### src/rtl/bvm_pkg.sv
`timescale 1ns / 1ps
// ----------------------------------------------------------------------------
// bvm_pkg - shared types and constants of the battery voltage monitor
// Register map, configuration bundle, sequencer states and datapath widths.
// ----------------------------------------------------------------------------
package bvm_pkg;

	// port and datapath widths fixed by the field definitions
	localparam int ADC_W    = 12;
	localparam int MV_W     = 16;
	localparam int PCT_W    = 7;
	localparam int CNT_W    = 7;
	localparam int ALPHA_W  = 7;
	localparam int THR_W    = 10;
	localparam int FS_W     = 12;
	localparam int FALL_W   = 8;
	localparam int MUL_W    = 16;
	localparam int DIV_W    = 32;
	localparam int DEN_W    = 16;
	localparam int DCNT_W   = $clog2(DIV_W + 1);
	localparam int ADDR_W   = 5;
	localparam int DATA_W   = 32;
	localparam int RIDX_W   = 3;

	// register indexes (byte address = 4 * index)
	localparam logic [RIDX_W-1:0] REG_SAMPLES = 3'd0;
	localparam logic [RIDX_W-1:0] REG_VREF    = 3'd1;
	localparam logic [RIDX_W-1:0] REG_FSCALE  = 3'd2;
	localparam logic [RIDX_W-1:0] REG_ALPHA   = 3'd3;
	localparam logic [RIDX_W-1:0] REG_THRESH  = 3'd4;
	localparam logic [RIDX_W-1:0] REG_FULL    = 3'd5;
	localparam logic [RIDX_W-1:0] REG_EMPTY   = 3'd6;

	// register reset values
	localparam logic [CNT_W-1:0]   RST_SAMPLES = 7'd8;
	localparam logic [MV_W-1:0]    RST_VREF    = 16'd3300;
	localparam logic [FS_W-1:0]    RST_FSCALE  = 12'd4095;
	localparam logic [ALPHA_W-1:0] RST_ALPHA   = 7'd20;
	localparam logic [THR_W-1:0]   RST_THRESH  = 10'd5;
	localparam logic [MV_W-1:0]    RST_FULL    = 16'd2900;
	localparam logic [MV_W-1:0]    RST_EMPTY   = 16'd2000;

	// arithmetic constants
	localparam logic [ALPHA_W-1:0] PCT_FULL   = 7'd100;
	localparam logic [FALL_W-1:0]  FALL_MAX   = 8'hFF;
	localparam logic [FALL_W-1:0]  FALL_CLEAR = 8'd2;

	typedef struct packed {
		logic [CNT_W-1:0]   samples_per_reading;
		logic [MV_W-1:0]    vref_mv;
		logic [FS_W-1:0]    adc_full_scale;
		logic [ALPHA_W-1:0] ema_alpha_percent;
		logic [THR_W-1:0]   charge_threshold_mv;
		logic [MV_W-1:0]    full_mv;
		logic [MV_W-1:0]    empty_mv;
	} bvm_cfg_t;

	typedef enum logic [3:0] {
		S_IDLE,
		S_AVG_DIV,
		S_SCALE_MUL,
		S_SCALE_DIV,
		S_EMA_MUL1,
		S_EMA_MUL2,
		S_EMA_DIV,
		S_PCT_CHK,
		S_PCT_MUL,
		S_PCT_DIV,
		S_EMIT
	} bvm_state_t;

endpackage

### src/rtl/battery_voltage_monitor.sv
`timescale 1ns / 1ps
// ----------------------------------------------------------------------------
// battery_voltage_monitor - smoothed battery voltage, level and charge state
// Averages ADC samples per reading, scales to mV, filters and judges charging.
// ----------------------------------------------------------------------------
// Each accepted adc word is added to the group sum. The word that closes a group
// starts a sequencer over one multiplier and one serial divider: average, scale
// to mV, EMA update and percent. The first reading only seeds the average and
// gives no result. The percent divide is skipped when the voltage sits at or
// beyond either end. adc_stall stays high for the whole sequence and while a
// finished result still waits for the previous one to be taken. Settings written
// mid-group apply to the current group. No clearing pass after reset.
// ----------------------------------------------------------------------------
module battery_voltage_monitor #(
	parameter int MAX_SAMPLES = 64,
	parameter int ADC_BITS    = 12
) (
	input  logic                        clk,
	input  logic                        arst_n,
	// configuration port
	input  logic                        psel,
	input  logic                        penable,
	input  logic                        pwrite,
	input  logic [bvm_pkg::ADDR_W-1:0]  paddr,
	input  logic [bvm_pkg::DATA_W-1:0]  pwdata,
	output logic [bvm_pkg::DATA_W-1:0]  prdata,
	output logic                        pready,
	// sample channel
	input  logic                        adc_valid,
	output logic                        adc_stall,
	input  logic [bvm_pkg::ADC_W-1:0]   adc_sample,
	// result channel
	output logic                        result_valid,
	input  logic                        result_stall,
	output logic [bvm_pkg::MV_W-1:0]    smooth_mv,
	output logic [bvm_pkg::PCT_W-1:0]   percent,
	output logic                        charging
);
	import bvm_pkg::*;

	localparam int USE_W = (ADC_BITS < ADC_W) ? ADC_BITS : ADC_W;
	localparam int SUM_W = USE_W + CNT_W;

	bvm_cfg_t         cfg;
	bvm_state_t       state_q, state_d;

	logic [SUM_W-1:0] sum_q;
	logic [CNT_W-1:0] idx_q;
	logic [MV_W-1:0]  ema_q;
	logic             primed_q;
	logic [FALL_W-1:0] fall_q;
	logic             flag_q;
	logic             issued_q;

	logic [MV_W-1:0]  reading_q;
	logic [DIV_W-1:0] acc_q;
	logic [PCT_W-1:0] pct_q;

	logic             res_valid_q;
	logic [MV_W-1:0]  res_mv_q;
	logic [PCT_W-1:0] res_pct_q;
	logic             res_chg_q;

	logic             accept;
	logic             grp_end;
	logic             out_free;
	logic [SUM_W-1:0] sum_new;
	logic [CNT_W-1:0] idx_new;
	logic [CNT_W-1:0] grp_n;
	logic [FS_W-1:0]  fs;
	logic [ALPHA_W-1:0] alpha;
	logic [MV_W-1:0]  span;
	logic [MV_W-1:0]  mv_clamped;
	logic [MV_W-1:0]  ema_new;
	logic             rise;
	logic             fall;
	logic [FALL_W-1:0] fall_inc;

	logic             div_start;
	logic             div_done;
	logic [DIV_W-1:0] div_dividend;
	logic [DEN_W-1:0] div_divisor;
	logic [DIV_W-1:0] div_quot;
	logic [MUL_W-1:0] mul_a;
	logic [MUL_W-1:0] mul_b;
	logic [DIV_W-1:0] mul_p;

	bvm_regs u_regs (
		.clk     (clk),
		.arst_n  (arst_n),
		.psel    (psel),
		.penable (penable),
		.pwrite  (pwrite),
		.paddr   (paddr),
		.pwdata  (pwdata),
		.prdata  (prdata),
		.pready  (pready),
		.cfg     (cfg)
	);

	bvm_div u_div (
		.clk      (clk),
		.arst_n   (arst_n),
		.start    (div_start),
		.dividend (div_dividend),
		.divisor  (div_divisor),
		.done     (div_done),
		.quotient (div_quot)
	);

	// clamp settings to their working ranges
	always_comb begin
		if (cfg.samples_per_reading == '0)
			grp_n = CNT_W'(1);
		else if (32'(cfg.samples_per_reading) > MAX_SAMPLES)
			grp_n = CNT_W'(MAX_SAMPLES);
		else
			grp_n = cfg.samples_per_reading;
		fs    = (cfg.adc_full_scale == '0) ? FS_W'(1) : cfg.adc_full_scale;
		alpha = (cfg.ema_alpha_percent > PCT_FULL) ? PCT_FULL : cfg.ema_alpha_percent;
		span  = cfg.full_mv - cfg.empty_mv;
	end

	// accumulate the incoming word
	assign adc_stall = (state_q != S_IDLE);
	assign accept    = adc_valid & ~adc_stall;
	assign sum_new   = sum_q + SUM_W'(adc_sample[USE_W-1:0]);
	assign idx_new   = idx_q + 1'b1;
	assign grp_end   = (idx_new >= grp_n);
	assign out_free  = ~res_valid_q | ~result_stall;

	// shared multiplier, registered into acc_q
	assign mul_p = mul_a * mul_b;

	// scaled reading saturates at full 16-bit range
	assign mv_clamped = (div_quot[DIV_W-1:MV_W] != '0) ? {MV_W{1'b1}} : div_quot[MV_W-1:0];

	// judge the EMA move against the threshold
	assign ema_new  = div_quot[MV_W-1:0];
	assign rise     = {1'b0, ema_new} > ({1'b0, ema_q} + (MV_W+1)'(cfg.charge_threshold_mv));
	assign fall     = ({1'b0, ema_new} + (MV_W+1)'(cfg.charge_threshold_mv)) < {1'b0, ema_q};
	assign fall_inc = (fall_q == FALL_MAX) ? fall_q : fall_q + 1'b1;

	// sequencer: next state and operand selection
	always_comb begin
		state_d      = state_q;
		div_start    = 1'b0;
		div_dividend = '0;
		div_divisor  = '0;
		mul_a        = '0;
		mul_b        = '0;
		case (state_q)
			S_IDLE: begin
				if (accept && grp_end)
					state_d = S_AVG_DIV;
			end
			S_AVG_DIV: begin
				div_start    = ~issued_q;
				div_dividend = DIV_W'(sum_q);
				div_divisor  = DEN_W'(grp_n);
				if (div_done)
					state_d = S_SCALE_MUL;
			end
			S_SCALE_MUL: begin
				mul_a   = reading_q;
				mul_b   = cfg.vref_mv;
				state_d = S_SCALE_DIV;
			end
			S_SCALE_DIV: begin
				div_start    = ~issued_q;
				div_dividend = acc_q;
				div_divisor  = DEN_W'(fs);
				if (div_done)
					state_d = primed_q ? S_EMA_MUL1 : S_IDLE;
			end
			S_EMA_MUL1: begin
				mul_a   = reading_q;
				mul_b   = MUL_W'(alpha);
				state_d = S_EMA_MUL2;
			end
			S_EMA_MUL2: begin
				mul_a   = ema_q;
				mul_b   = MUL_W'(PCT_FULL - alpha);
				state_d = S_EMA_DIV;
			end
			S_EMA_DIV: begin
				div_start    = ~issued_q;
				div_dividend = acc_q;
				div_divisor  = DEN_W'(PCT_FULL);
				if (div_done)
					state_d = S_PCT_CHK;
			end
			S_PCT_CHK: begin
				if (ema_q >= cfg.full_mv || ema_q <= cfg.empty_mv)
					state_d = S_EMIT;
				else
					state_d = S_PCT_MUL;
			end
			S_PCT_MUL: begin
				mul_a   = ema_q - cfg.empty_mv;
				mul_b   = MUL_W'(PCT_FULL);
				state_d = S_PCT_DIV;
			end
			S_PCT_DIV: begin
				div_start    = ~issued_q;
				div_dividend = acc_q;
				div_divisor  = span;
				if (div_done)
					state_d = S_EMIT;
			end
			S_EMIT: begin
				if (out_free)
					state_d = S_IDLE;
			end
			default: state_d = S_IDLE;
		endcase
	end

	// control and filter state
	always_ff @(posedge clk or negedge arst_n) begin
		if (!arst_n) begin
			state_q     <= S_IDLE;
			issued_q    <= 1'b0;
			sum_q       <= '0;
			idx_q       <= '0;
			ema_q       <= '0;
			primed_q    <= 1'b0;
			fall_q      <= '0;
			flag_q      <= 1'b0;
			res_valid_q <= 1'b0;
		end else begin
			state_q <= state_d;

			// track the outstanding divide
			if (div_start)
				issued_q <= 1'b1;
			else if (div_done)
				issued_q <= 1'b0;

			// gather the group, restart it once averaged
			if (accept) begin
				sum_q <= sum_new;
				idx_q <= idx_new;
			end else if (state_q == S_AVG_DIV && div_done) begin
				sum_q <= '0;
				idx_q <= '0;
			end

			// seed the average on the first reading
			if (state_q == S_SCALE_DIV && div_done && !primed_q) begin
				ema_q    <= mv_clamped;
				primed_q <= 1'b1;
			end

			// update the average and the charge judgement
			if (state_q == S_EMA_DIV && div_done) begin
				ema_q <= ema_new;
				if (rise) begin
					flag_q <= 1'b1;
					fall_q <= '0;
				end else if (fall) begin
					fall_q <= fall_inc;
					if (fall_inc >= FALL_CLEAR)
						flag_q <= 1'b0;
				end else if (fall_q != '0) begin
					fall_q <= fall_q - 1'b1;
				end
			end

			// hold the result until taken
			if (state_q == S_EMIT && out_free)
				res_valid_q <= 1'b1;
			else if (res_valid_q && !result_stall)
				res_valid_q <= 1'b0;
		end
	end

	// working registers and result payload
	always_ff @(posedge clk) begin
		case (state_q)
			S_AVG_DIV: begin
				if (div_done)
					reading_q <= div_quot[MV_W-1:0];
			end
			S_SCALE_DIV: begin
				if (div_done)
					reading_q <= mv_clamped;
			end
			S_SCALE_MUL, S_EMA_MUL1, S_PCT_MUL: acc_q <= mul_p;
			S_EMA_MUL2: acc_q <= acc_q + mul_p;
			S_PCT_CHK: begin
				if (ema_q >= cfg.full_mv)
					pct_q <= PCT_FULL;
				else
					pct_q <= '0;
			end
			S_PCT_DIV: begin
				if (div_done)
					pct_q <= div_quot[PCT_W-1:0];
			end
			S_EMIT: begin
				if (out_free) begin
					res_mv_q  <= ema_q;
					res_pct_q <= pct_q;
					res_chg_q <= flag_q;
				end
			end
			default: ;
		endcase
	end

	assign result_valid = res_valid_q;
	assign smooth_mv    = res_mv_q;
	assign percent      = res_pct_q;
	assign charging     = res_chg_q;

endmodule

### src/rtl/bvm_regs.sv
`timescale 1ns / 1ps
// ----------------------------------------------------------------------------
// bvm_regs - configuration register file
// APB-style slave holding the seven settings; always ready, zero wait states.
// ----------------------------------------------------------------------------
module bvm_regs (
	input  logic                       clk,
	input  logic                       arst_n,
	input  logic                       psel,
	input  logic                       penable,
	input  logic                       pwrite,
	input  logic [bvm_pkg::ADDR_W-1:0] paddr,
	input  logic [bvm_pkg::DATA_W-1:0] pwdata,
	output logic [bvm_pkg::DATA_W-1:0] prdata,
	output logic                       pready,
	output bvm_pkg::bvm_cfg_t          cfg
);
	import bvm_pkg::*;

	bvm_cfg_t          cfg_q;
	logic              wr_en;
	logic [RIDX_W-1:0] ridx;

	assign pready = 1'b1;
	assign wr_en  = psel & penable & pwrite & pready;
	assign ridx   = paddr[ADDR_W-1:2];
	assign cfg    = cfg_q;

	// write a register on the access cycle
	always_ff @(posedge clk or negedge arst_n) begin
		if (!arst_n) begin
			cfg_q.samples_per_reading <= RST_SAMPLES;
			cfg_q.vref_mv             <= RST_VREF;
			cfg_q.adc_full_scale      <= RST_FSCALE;
			cfg_q.ema_alpha_percent   <= RST_ALPHA;
			cfg_q.charge_threshold_mv <= RST_THRESH;
			cfg_q.full_mv             <= RST_FULL;
			cfg_q.empty_mv            <= RST_EMPTY;
		end else if (wr_en) begin
			case (ridx)
				REG_SAMPLES: cfg_q.samples_per_reading <= pwdata[CNT_W-1:0];
				REG_VREF:    cfg_q.vref_mv             <= pwdata[MV_W-1:0];
				REG_FSCALE:  cfg_q.adc_full_scale      <= pwdata[FS_W-1:0];
				REG_ALPHA:   cfg_q.ema_alpha_percent   <= pwdata[ALPHA_W-1:0];
				REG_THRESH:  cfg_q.charge_threshold_mv <= pwdata[THR_W-1:0];
				REG_FULL:    cfg_q.full_mv             <= pwdata[MV_W-1:0];
				REG_EMPTY:   cfg_q.empty_mv            <= pwdata[MV_W-1:0];
				default: ;
			endcase
		end
	end

	// read back the addressed register
	always_comb begin
		prdata = '0;
		case (ridx)
			REG_SAMPLES: prdata = DATA_W'(cfg_q.samples_per_reading);
			REG_VREF:    prdata = DATA_W'(cfg_q.vref_mv);
			REG_FSCALE:  prdata = DATA_W'(cfg_q.adc_full_scale);
			REG_ALPHA:   prdata = DATA_W'(cfg_q.ema_alpha_percent);
			REG_THRESH:  prdata = DATA_W'(cfg_q.charge_threshold_mv);
			REG_FULL:    prdata = DATA_W'(cfg_q.full_mv);
			REG_EMPTY:   prdata = DATA_W'(cfg_q.empty_mv);
			default:     prdata = '0;
		endcase
	end

endmodule

### src/rtl/bvm_div.sv
`timescale 1ns / 1ps
// ----------------------------------------------------------------------------
// bvm_div - shared serial divider
// Restoring division, one quotient bit per cycle; done pulses with the result.
// ----------------------------------------------------------------------------
module bvm_div (
	input  logic                      clk,
	input  logic                      arst_n,
	input  logic                      start,
	input  logic [bvm_pkg::DIV_W-1:0] dividend,
	input  logic [bvm_pkg::DEN_W-1:0] divisor,
	output logic                      done,
	output logic [bvm_pkg::DIV_W-1:0] quotient
);
	import bvm_pkg::*;

	logic              busy_q;
	logic              done_q;
	logic [DCNT_W-1:0] cnt_q;
	logic [DIV_W-1:0]  dvd_q;
	logic [DEN_W-1:0]  den_q;
	logic [DEN_W-1:0]  rem_q;
	logic [DEN_W:0]    rem_sh;
	logic [DEN_W:0]    trial;
	logic              qbit;

	// trial subtract of the shifted partial remainder
	assign rem_sh = {rem_q, dvd_q[DIV_W-1]};
	assign trial  = rem_sh - {1'b0, den_q};
	assign qbit   = ~trial[DEN_W];

	// sequence control
	always_ff @(posedge clk or negedge arst_n) begin
		if (!arst_n) begin
			busy_q <= 1'b0;
			done_q <= 1'b0;
			cnt_q  <= '0;
		end else begin
			done_q <= 1'b0;
			if (start) begin
				busy_q <= 1'b1;
				cnt_q  <= DCNT_W'(DIV_W);
			end else if (busy_q) begin
				cnt_q <= cnt_q - 1'b1;
				if (cnt_q == DCNT_W'(1)) begin
					busy_q <= 1'b0;
					done_q <= 1'b1;
				end
			end
		end
	end

	// shift quotient bits into the dividend register
	always_ff @(posedge clk) begin
		if (start) begin
			dvd_q <= dividend;
			den_q <= divisor;
			rem_q <= '0;
		end else if (busy_q) begin
			dvd_q <= {dvd_q[DIV_W-2:0], qbit};
			rem_q <= qbit ? trial[DEN_W-1:0] : rem_sh[DEN_W-1:0];
		end
	end

	assign done     = done_q;
	assign quotient = dvd_q;

endmodule

### config.mk
export PLATFORM = sky130hd
export DESIGN_NAME = battery_voltage_monitor
export DESIGN_NICKNAME = d
export VERILOG_FILES = /design/src/rtl/bvm_pkg.sv /design/src/rtl/battery_voltage_monitor.sv /design/src/rtl/bvm_regs.sv /design/src/rtl/bvm_div.sv
export SDC_FILE = /design/constraint.sdc
export NUM_CORES = 1
export LEC_CHECK = 0
export ABC_AREA = 1
export BUFFER_PORTS_ARGS = -buffer_cell sky130_fd_sc_hd__buf_4
export CAP_MARGIN = 30
export CORE_MARGIN = 4
export CORE_UTILIZATION = 62
export DETAILED_ROUTE_END_ITERATION = 10
export HOLD_SLACK_MARGIN = 0.12
export PLACE_DENSITY_LB_ADDON = 0.12
export SKIP_LAST_GASP = 1
export SYNTH_ARGS = -nofsm -noshare
export SYNTH_HDL_FRONTEND = slang
export SYNTH_SLANG_ARGS = --single-unit
### constraint.sdc
create_clock -name clk -period 14.3 [get_ports clk]
set_clock_uncertainty 0.1 [all_clocks]
set_input_delay 1.43 -clock clk [delete_from_list [all_inputs] [get_ports clk]]
set_output_delay 1.43 -clock clk [all_outputs]
set_load 0.01 [all_outputs]
==> summary.md, run 1 <==
After detailed routing, the met2 layer carries 42,300 um of wire. Wires add up to 88,000 um. For this run the aggregate overflow at the end of global routing stands at 0. After synthesis, flip-flops and latches occupy 27.2% of the total area. Nature of the critical path startpoint: a register. In this run, post-CTS hold repair placed 0 buffers. The area growth from synthesis to layout is 8.18%.

After synthesis, the share of flip-flops with an asynchronous set or reset is 51.2%. For the detailed-routed wire length on met3, the log shows 6550 um. The run gives 15.9 nW as the static leakage. Counting every sink on the clock net gives 293.

After detailed routing, the number of vias per cell comes to 5.88. At the later pin of the worst-skew pair, clock insertion delay measures 570 ps. After clock tree synthesis, the clock-pin slew on the worst setup and hold paths is 60 ps. From left edge to right edge, the die measures 225 um. In this run, the number of DRC markers left after iteration 0 of detailed routing was 2,217.

The clock passes through at most 3 buffers. After technology mapping, the gate count stands at 3,740. Counting flops with a built-in enable in the synthesized netlist gives 127. The congestion estimate from routability-driven global placement came to 1.01. In the layout the commonest cells are sky130_fd_sc_hd__nand2_1, sky130_fd_sc_hd__inv_1, sky130_fd_sc_hd__nor2_1.

The post-route netlist has 7.29% of its cells at a drive strength greater than 1. For the worst setup path, the data required time is 14,510 ps. VDD sags by at most 0.000163 V. In this run the power density over the cells is 175 nW/um2. Setup repair after global routing left no endpoint under its margin. The repair_antennas step left the layout with diodes totalling 0.

Counting the fill cells in the layout gives 3,894. The flip-flop and latch count after synthesis came out at 293. The worst setup path is of the reg -> reg kind. The run gives 33,600 um as the wire length on met1. TritonCTS built the clock tree. Setup violations remaining at the end of the flow were counted as 0.

Max-slew violation count: 0. The flow ran to the end, and the final reports show no timing, DRC or antenna violations. The net count of the finished layout is 4,338. For the pin with the worst max-slew slack, the measured transition is 1040 ps. Entering global routing, the biggest net connects 78 pins.

The core region is 46,600 um2. Among all stages on the critical path, the largest delay is contributed by sky130_fd_sc_hd__nand3_1. The most frequent standard cell in the layout excluding fill and tap cells is sky130_fd_sc_hd__nand2_1.

The total of max-cap violations was 0. The run gives 50,600 um2 as the total die area. The effective utilization at floorplan was 62.7%; the global-route wire length before repair was 138,000 um. Post-CTS repair changed the size of 0 cells. Buffers placed on the I/O ports in this run total 79.

The first detailed-routing pass took 6 iterations. The worst pin sits at a relative slew slack of 30.2%. CTS placed an instance of sky130_fd_sc_hd__clkbuf_16 at the clock tree root. For the final routed database, the setup TNS stands at 0 ps. Cells fill 67.9% of the core in the end.

The remaining routing DRC violations is 0. The HPWL after detailed placement was 69,800 um. Among all flip-flop cells after synthesis, the most frequent one is sky130_fd_sc_hd__edfxtp_1. Highest routed metal layer: met4.

For the via count of the first global-routing pass, the log shows 26,100. The arrival time of data at the critical path endpoint is 10,460 ps. Dividing the detail-routed wire length by the instance count gives 19.8 um. Buffers added to address setup during post-CTS repair amount to 0.

Global routing used 34.4% of the available tracks across all layers. Hold is met by 321 ps. The clock period minus worst slack works out to 10,260 ps. After floorplanning, the core was divided into 79 placement rows.

Of all nets on the critical path, the largest fanout is 46. The H-tree was split into 2 levels. The number of buffers inserted during clock tree synthesis was 36; the post-route clock period utilization was 71.7%.

The combined area of all synthesized cells is 29,200 um2, and the fmax is 97.5 MHz. Via count: 26,100. Synthesis instantiated 62 different standard cells from the library. The run gives 0 as the remaining number of nets flagged by the antenna check after routing. On the worst path, the slowest cell contributes a delay of 620 ps. The tools report the endpoint class of the critical path as a register. The per-instance average area after synthesis was 7.81 um2; the total I/O pin count was 115. Count of warnings emitted by yosys: 0.

The most used cell along the critical path is sky130_fd_sc_hd__inv_1. The tightest min-delay check is of the reg -> reg type. The die is 225 um tall. The total count of hold-check failures in the final report came out at 0. For the number of antenna violations at the first check in global routing, the log shows 0.
cells by family after synthesis:
kind of cell,synth area share (%)
compound gates,13.3
other cells,0.0257
fa+ha+maj,25.8
simple gates,20.1
mux,0.0386
flops,27.2
xor+xnor,3.12
buf+inv,10.4
through the flow:
step	area, um2	setup WS, ps	power [W]	instances
6_report	31600	4040	0.00552	4435
4_1_cts	31600	4210	0.00548	4434
3_3_place_gp	30300	4350	0.00438	4364
5_1_grt	31600	3380	0.00595	4435
3_5_place_dp	30300	4220	0.00450	4368
2_1_floorplan	29300	6010	0.00359	3755
report_power, final:
part           internal [W]  total [W]  switching [W]
Sequential          0.00121    0.00145       0.000241
Clock              0.000571   0.000968       0.000398
Combinational       0.00103    0.00310        0.00207
Total               0.00282    0.00552        0.00270
area by class of cell:
type,count,area (um2),area share [%]
inverter,677,2540,8.04
clock inverter,20,251,0.796
multi-input combinational,2689,18300,57.9
timing repair buffer,103,828,2.62
sequential,293,7930,25.1
tap,607,759,2.40
clock buffer,46,990,3.13
registers in the layout, indices dropped and copies added, names as in the netlist:
signal,flops
charging,1
primed_q,1
smooth_mv,16
u_div.done,1
u_regs.cfg,84
u_div.den_q,16
u_div.busy_q,1
ema_q,16
u_div.quotient,32
sum_q,19
pct_q,7
result_valid,1
issued_q,1
idx_q,7
percent,7
state_q,4
flag_q,1
fall_q,8
u_div.cnt_q,6
reading_q,16
u_div.rem_q,16
acc_q,32
critical path, delay by kind of cell, from the launching register on:
family                   cells  cell delay, ps
AO/OA/AOI/OAI                7            1250
flip-flops                   1             380
buffers and inverters       12            2070
adder cells (fa/ha/maj)      8            3570
AND/OR/NAND/NOR             15            2620
cell usage after synthesis (6+ instances only):
| cell type | instances | area [um2] |
|---|---|---|
| sky130_fd_sc_hd__a211oi_1 | 6 | 45.0 |
| sky130_fd_sc_hd__a21boi_0 | 6 | 45.0 |
| sky130_fd_sc_hd__a21o_1 | 14 | 105 |
| sky130_fd_sc_hd__a21oi_1 | 230 | 1150 |
| sky130_fd_sc_hd__a221oi_1 | 10 | 87.6 |
| sky130_fd_sc_hd__a22oi_1 | 35 | 263 |
| sky130_fd_sc_hd__a31oi_1 | 9 | 56.3 |
| sky130_fd_sc_hd__and2_1 | 8 | 50.1 |
| sky130_fd_sc_hd__buf_2 | 32 | 160 |
| sky130_fd_sc_hd__buf_4 | 26 | 195 |
| sky130_fd_sc_hd__clkbuf_1 | 35 | 131 |
| sky130_fd_sc_hd__dfrtp_1 | 115 | 2880 |
| sky130_fd_sc_hd__dfstp_2 | 35 | 920 |
| sky130_fd_sc_hd__dfxtp_1 | 16 | 320 |
| sky130_fd_sc_hd__edfxtp_1 | 127 | 3810 |
| sky130_fd_sc_hd__fa_1 | 201 | 4020 |
| sky130_fd_sc_hd__ha_1 | 281 | 3520 |
| sky130_fd_sc_hd__inv_1 | 649 | 2440 |
| sky130_fd_sc_hd__inv_2 | 25 | 93.8 |
| sky130_fd_sc_hd__nand2_1 | 853 | 3200 |
| sky130_fd_sc_hd__nand3_1 | 124 | 621 |
| sky130_fd_sc_hd__nand3b_1 | 17 | 128 |
| sky130_fd_sc_hd__nand4_1 | 30 | 188 |
| sky130_fd_sc_hd__nor2_1 | 284 | 1070 |
| sky130_fd_sc_hd__nor2_2 | 9 | 56.3 |
| sky130_fd_sc_hd__nor2_4 | 6 | 67.6 |
| sky130_fd_sc_hd__nor3_1 | 34 | 170 |
| sky130_fd_sc_hd__nor4_1 | 10 | 62.6 |
| sky130_fd_sc_hd__o2111ai_1 | 7 | 61.3 |
| sky130_fd_sc_hd__o211ai_1 | 10 | 75.1 |
| sky130_fd_sc_hd__o21a_1 | 8 | 60.1 |
| sky130_fd_sc_hd__o21ai_0 | 234 | 1170 |
| sky130_fd_sc_hd__o21ai_1 | 17 | 85.1 |
| sky130_fd_sc_hd__o21ai_2 | 7 | 61.3 |
| sky130_fd_sc_hd__o21bai_1 | 13 | 97.6 |
| sky130_fd_sc_hd__o221ai_1 | 11 | 96.3 |
| sky130_fd_sc_hd__o22ai_1 | 41 | 257 |
| sky130_fd_sc_hd__or2_2 | 14 | 87.6 |
| sky130_fd_sc_hd__xnor2_1 | 31 | 272 |
| sky130_fd_sc_hd__xor2_1 | 73 | 639 |
worst paths after layout:
| check | slack (ps) | from | end | cells after the start |
|---|---|---|---|---|
| worst min-delay path | 320 | pct_q[1] | percent[1] | 0 |
| worst max register to register | 4040 | state_q[2] | acc_q[31] | 42 |
| min in group asynchronous | 780 | arst_n | u_regs.cfg[11] | 1 |
| worst max-delay path | 4040 | state_q[2] | acc_q[31] | 42 |
| max in group asynchronous | 12170 | arst_n | sum_q[17] | 3 |
| worst min register to register | 320 | pct_q[1] | percent[1] | 0 |
per-layer routing:
layer  up-vias  global-route usage, %
met5         -                      0
met4         0                   18.7
met3       303                   5.17
met2      1084                   58.4
met1     12500                   42.6
li1      12200                      -
Power figures use the tool's default switching activity.
==> run 2, diff against run 1 <==
Clock period 14.3 ns to 10.1 ns, I/O delays scaled along.
==> run 2 against run 1 <==
Compared with the run above:
- largest cell class unchanged
- sequential share of layout area down 0.21 points
- via count is 1.8% higher
- final cell count grew 0.79%
- critical path type unchanged
==> summary.md, run 2 (same netlist as run 1, synthesis figures left out) <==
The flow ran to the end, and the final reports show no timing, DRC or antenna violations. The count of buffers added on input and output ports is 79. The net count of the finished layout is 4,373. The cell that appears most often on the critical path is sky130_fd_sc_hd__inv_1. Of all nets on the critical path, the largest fanout is 6.

The first global-routing pass estimated 143,000 um of wire. The antenna cell count was 0; the routability-driven placement congestion ratio was 0.996. The detail-routed net length per standard cell works out to 20.3 um.

The effective utilization at floorplan was 62.7%; the fmax was 104 MHz. For this design, the sink count on the clock tree is 293. The share of total power dissipated in the clock network is 17.1%.

TritonCTS built the clock tree. Counting instances, the worst hold path has a depth of 0. Setup violations remaining at the end of the flow were counted as 0. For the total I/O pin count, the log shows 115. After clock tree synthesis, the setup repair step added 0 buffers. Endpoint class of the critical path: a register. The number of cells traversed by the worst register-to-register path is 39, and the insertion delay of the later-clocked pin in the worst-skew pair is 580 ps. The setup path with the least slack is of type reg -> reg. The share of cells above drive strength 1 is 8.34%, and the number of buffers and inverters on the critical path is 8. Post-route setup TNS: 0 ps.

IR analysis of the VDD net gives a maximum drop of 0.000240 V. The final design area excluding fillers was 31,900 um2; the data required time at the worst endpoint was 10,300 ps. Setup repair after global routing left no endpoint under its margin. The standard cell with the maximum stage delay on the critical path is sky130_fd_sc_hd__fa_1. The analysis attributes to net switching a power of 0.00387 W. The run gives 30,600 um2 as the placed instance area. The power density over the cells works out to 248 nW/um2. At the pin with the least slew margin, the transition time is 983 ps. The analysis attributes to cell leakage a power of 16.1 nW. After global routing the overflow that remains totals 0. On the worst path, the slowest cell contributes a delay of 590 ps. Global routing used 35.8% of the available tracks. The power share of the combinational group is 57.4%.

The core region is 46,600 um2. The floorplan step defined a die boundary enclosing 50,600 um2. Headroom to the max-slew limit came out at 33.8%. The run gives 26,800 as the via count of the first global-routing pass. Of the total power, the share spent switching nets is 49.0%. The share of total power dissipated in sequential elements is 25.5%. The register with the most flip-flops in the layout has 84 of them.

For this block, the initial DRC count from the detailed router was 2,636. The logs give 6 for the first-pass iteration count of the detailed router and 0 for the total of max-cap violations. Max-slew violation count: 0.

The area added between synthesis and finish works out to 9.09%. Clock-pin slew was measured on the worst setup and hold paths at 60 ps. For the number of buffers between clock root and the deepest sink, the log shows 3.

The arrival time of data at the critical path endpoint was 9770 ps. The type of the most critical hold path is reg -> reg. The HPWL after detailed placement is 72,200 um. Leaving out fill and tap cells, the most frequent cell in the layout is sky130_fd_sc_hd__nand2_1. STA classifies the critical path startpoint as a register. The run gives 90,500 um as the aggregate routed wire length. In this run, CTS created clock tree buffers numbering 36.

Dividing the detail-routed via count by the number of cells gives 5.94. Measured along the y axis, the die boundary spans 225 um. The run gives 2 as the deepest level of the CTS H-tree. For the number of antenna violations at the first check in global routing, the log shows 0. The count of nets left with antenna violations once routing finished came out at 0.

After layout, the minimum clock period comes to 9570 ps. The clock tree root buffer cell is sky130_fd_sc_hd__clkbuf_16. In the layout the commonest cells are sky130_fd_sc_hd__nand2_1, sky130_fd_sc_hd__inv_1, sky130_fd_sc_hd__nor2_1, sky130_fd_sc_hd__ha_1, sky130_fd_sc_hd__o21ai_0. The routed layout has 26,500 vias. The total count of hold-check failures in the final report was 0; the post-route clock period utilization was 94.8%. The chip width is 225 um, and the total internal power is 0.00403 W. The number of stages on the worst setup path works out to 39. Entering global routing, the biggest net connects 85 pins. The logs give 0 for the remaining routing DRC violations and 79 for the floorplan row count.

Grouping stages by cell kind, the critical path spends the most delay in adder cells.
## run 2: cell type report
cell class,count,area [um2]
sequential,293,7930
fill,3906,14700
tap,607,759
inverter,677,2540
multi-input combinational,2689,18300
timing repair buffer,138,1080
clock buffer,50,1030
clock inverter,16,196
## run 2: metal layers
metal | track usage, % | share of wire (%) | vias up
li1 | - | - | 12300
met1 | 43.9 | 37 | 12700
met2 | 60.8 | 48 | 1259
met3 | 5.04 | 7.7 | 327
met4 | 20.8 | 7.0 | 0
met5 | 0 | 0 | -
## run 2: what timing repair did
action,4_1_cts,5_1_grt
gates resized for setup,0,10
setup endpoints to repair,0,6
hold buffers,0,0
## run 2: power groups by stage
stage / logic [W] / registers, W / clock network (W)
6_report: 0.00453 / 0.00202 / 0.00136
5_1_grt: 0.00508 / 0.00205 / 0.00141
4_1_cts: 0.00448 / 0.00201 / 0.00137
3_5_place_dp: 0.00445 / 0.00202 / 0
3_3_place_gp: 0.00428 / 0.00201 / 0
2_1_floorplan: 0.00316 / 0.00193 / 0
## run 2: through the flow
stage                     hold slack, ps  cells  worst slack (ps)  util, %  total power, W
after floorplan                      300   3755              1810        -         0.00509
after global placement               314   4401               546     65.6         0.00629
after detailed placement             330   4404               470     65.7         0.00647
after CTS                            344   4470               408     68.4         0.00785
after global routing                 343   4470              15.5     68.4         0.00853
final                                339   4470               528     68.4         0.00791
## run 2: path summary, 6_finish.rpt
check / startpoint / to / slack, ps
worst max-delay path: u_regs.cfg[6] / acc_q[25] / 530
worst min-delay path: pct_q[1] / percent[1] / 340
worst max register to register: u_regs.cfg[6] / acc_q[25] / 530
worst min register to register: pct_q[1] / percent[1] / 340
max in group asynchronous: arst_n / sum_q[18] / 7970
min in group asynchronous: arst_n / u_regs.cfg[75] / 370
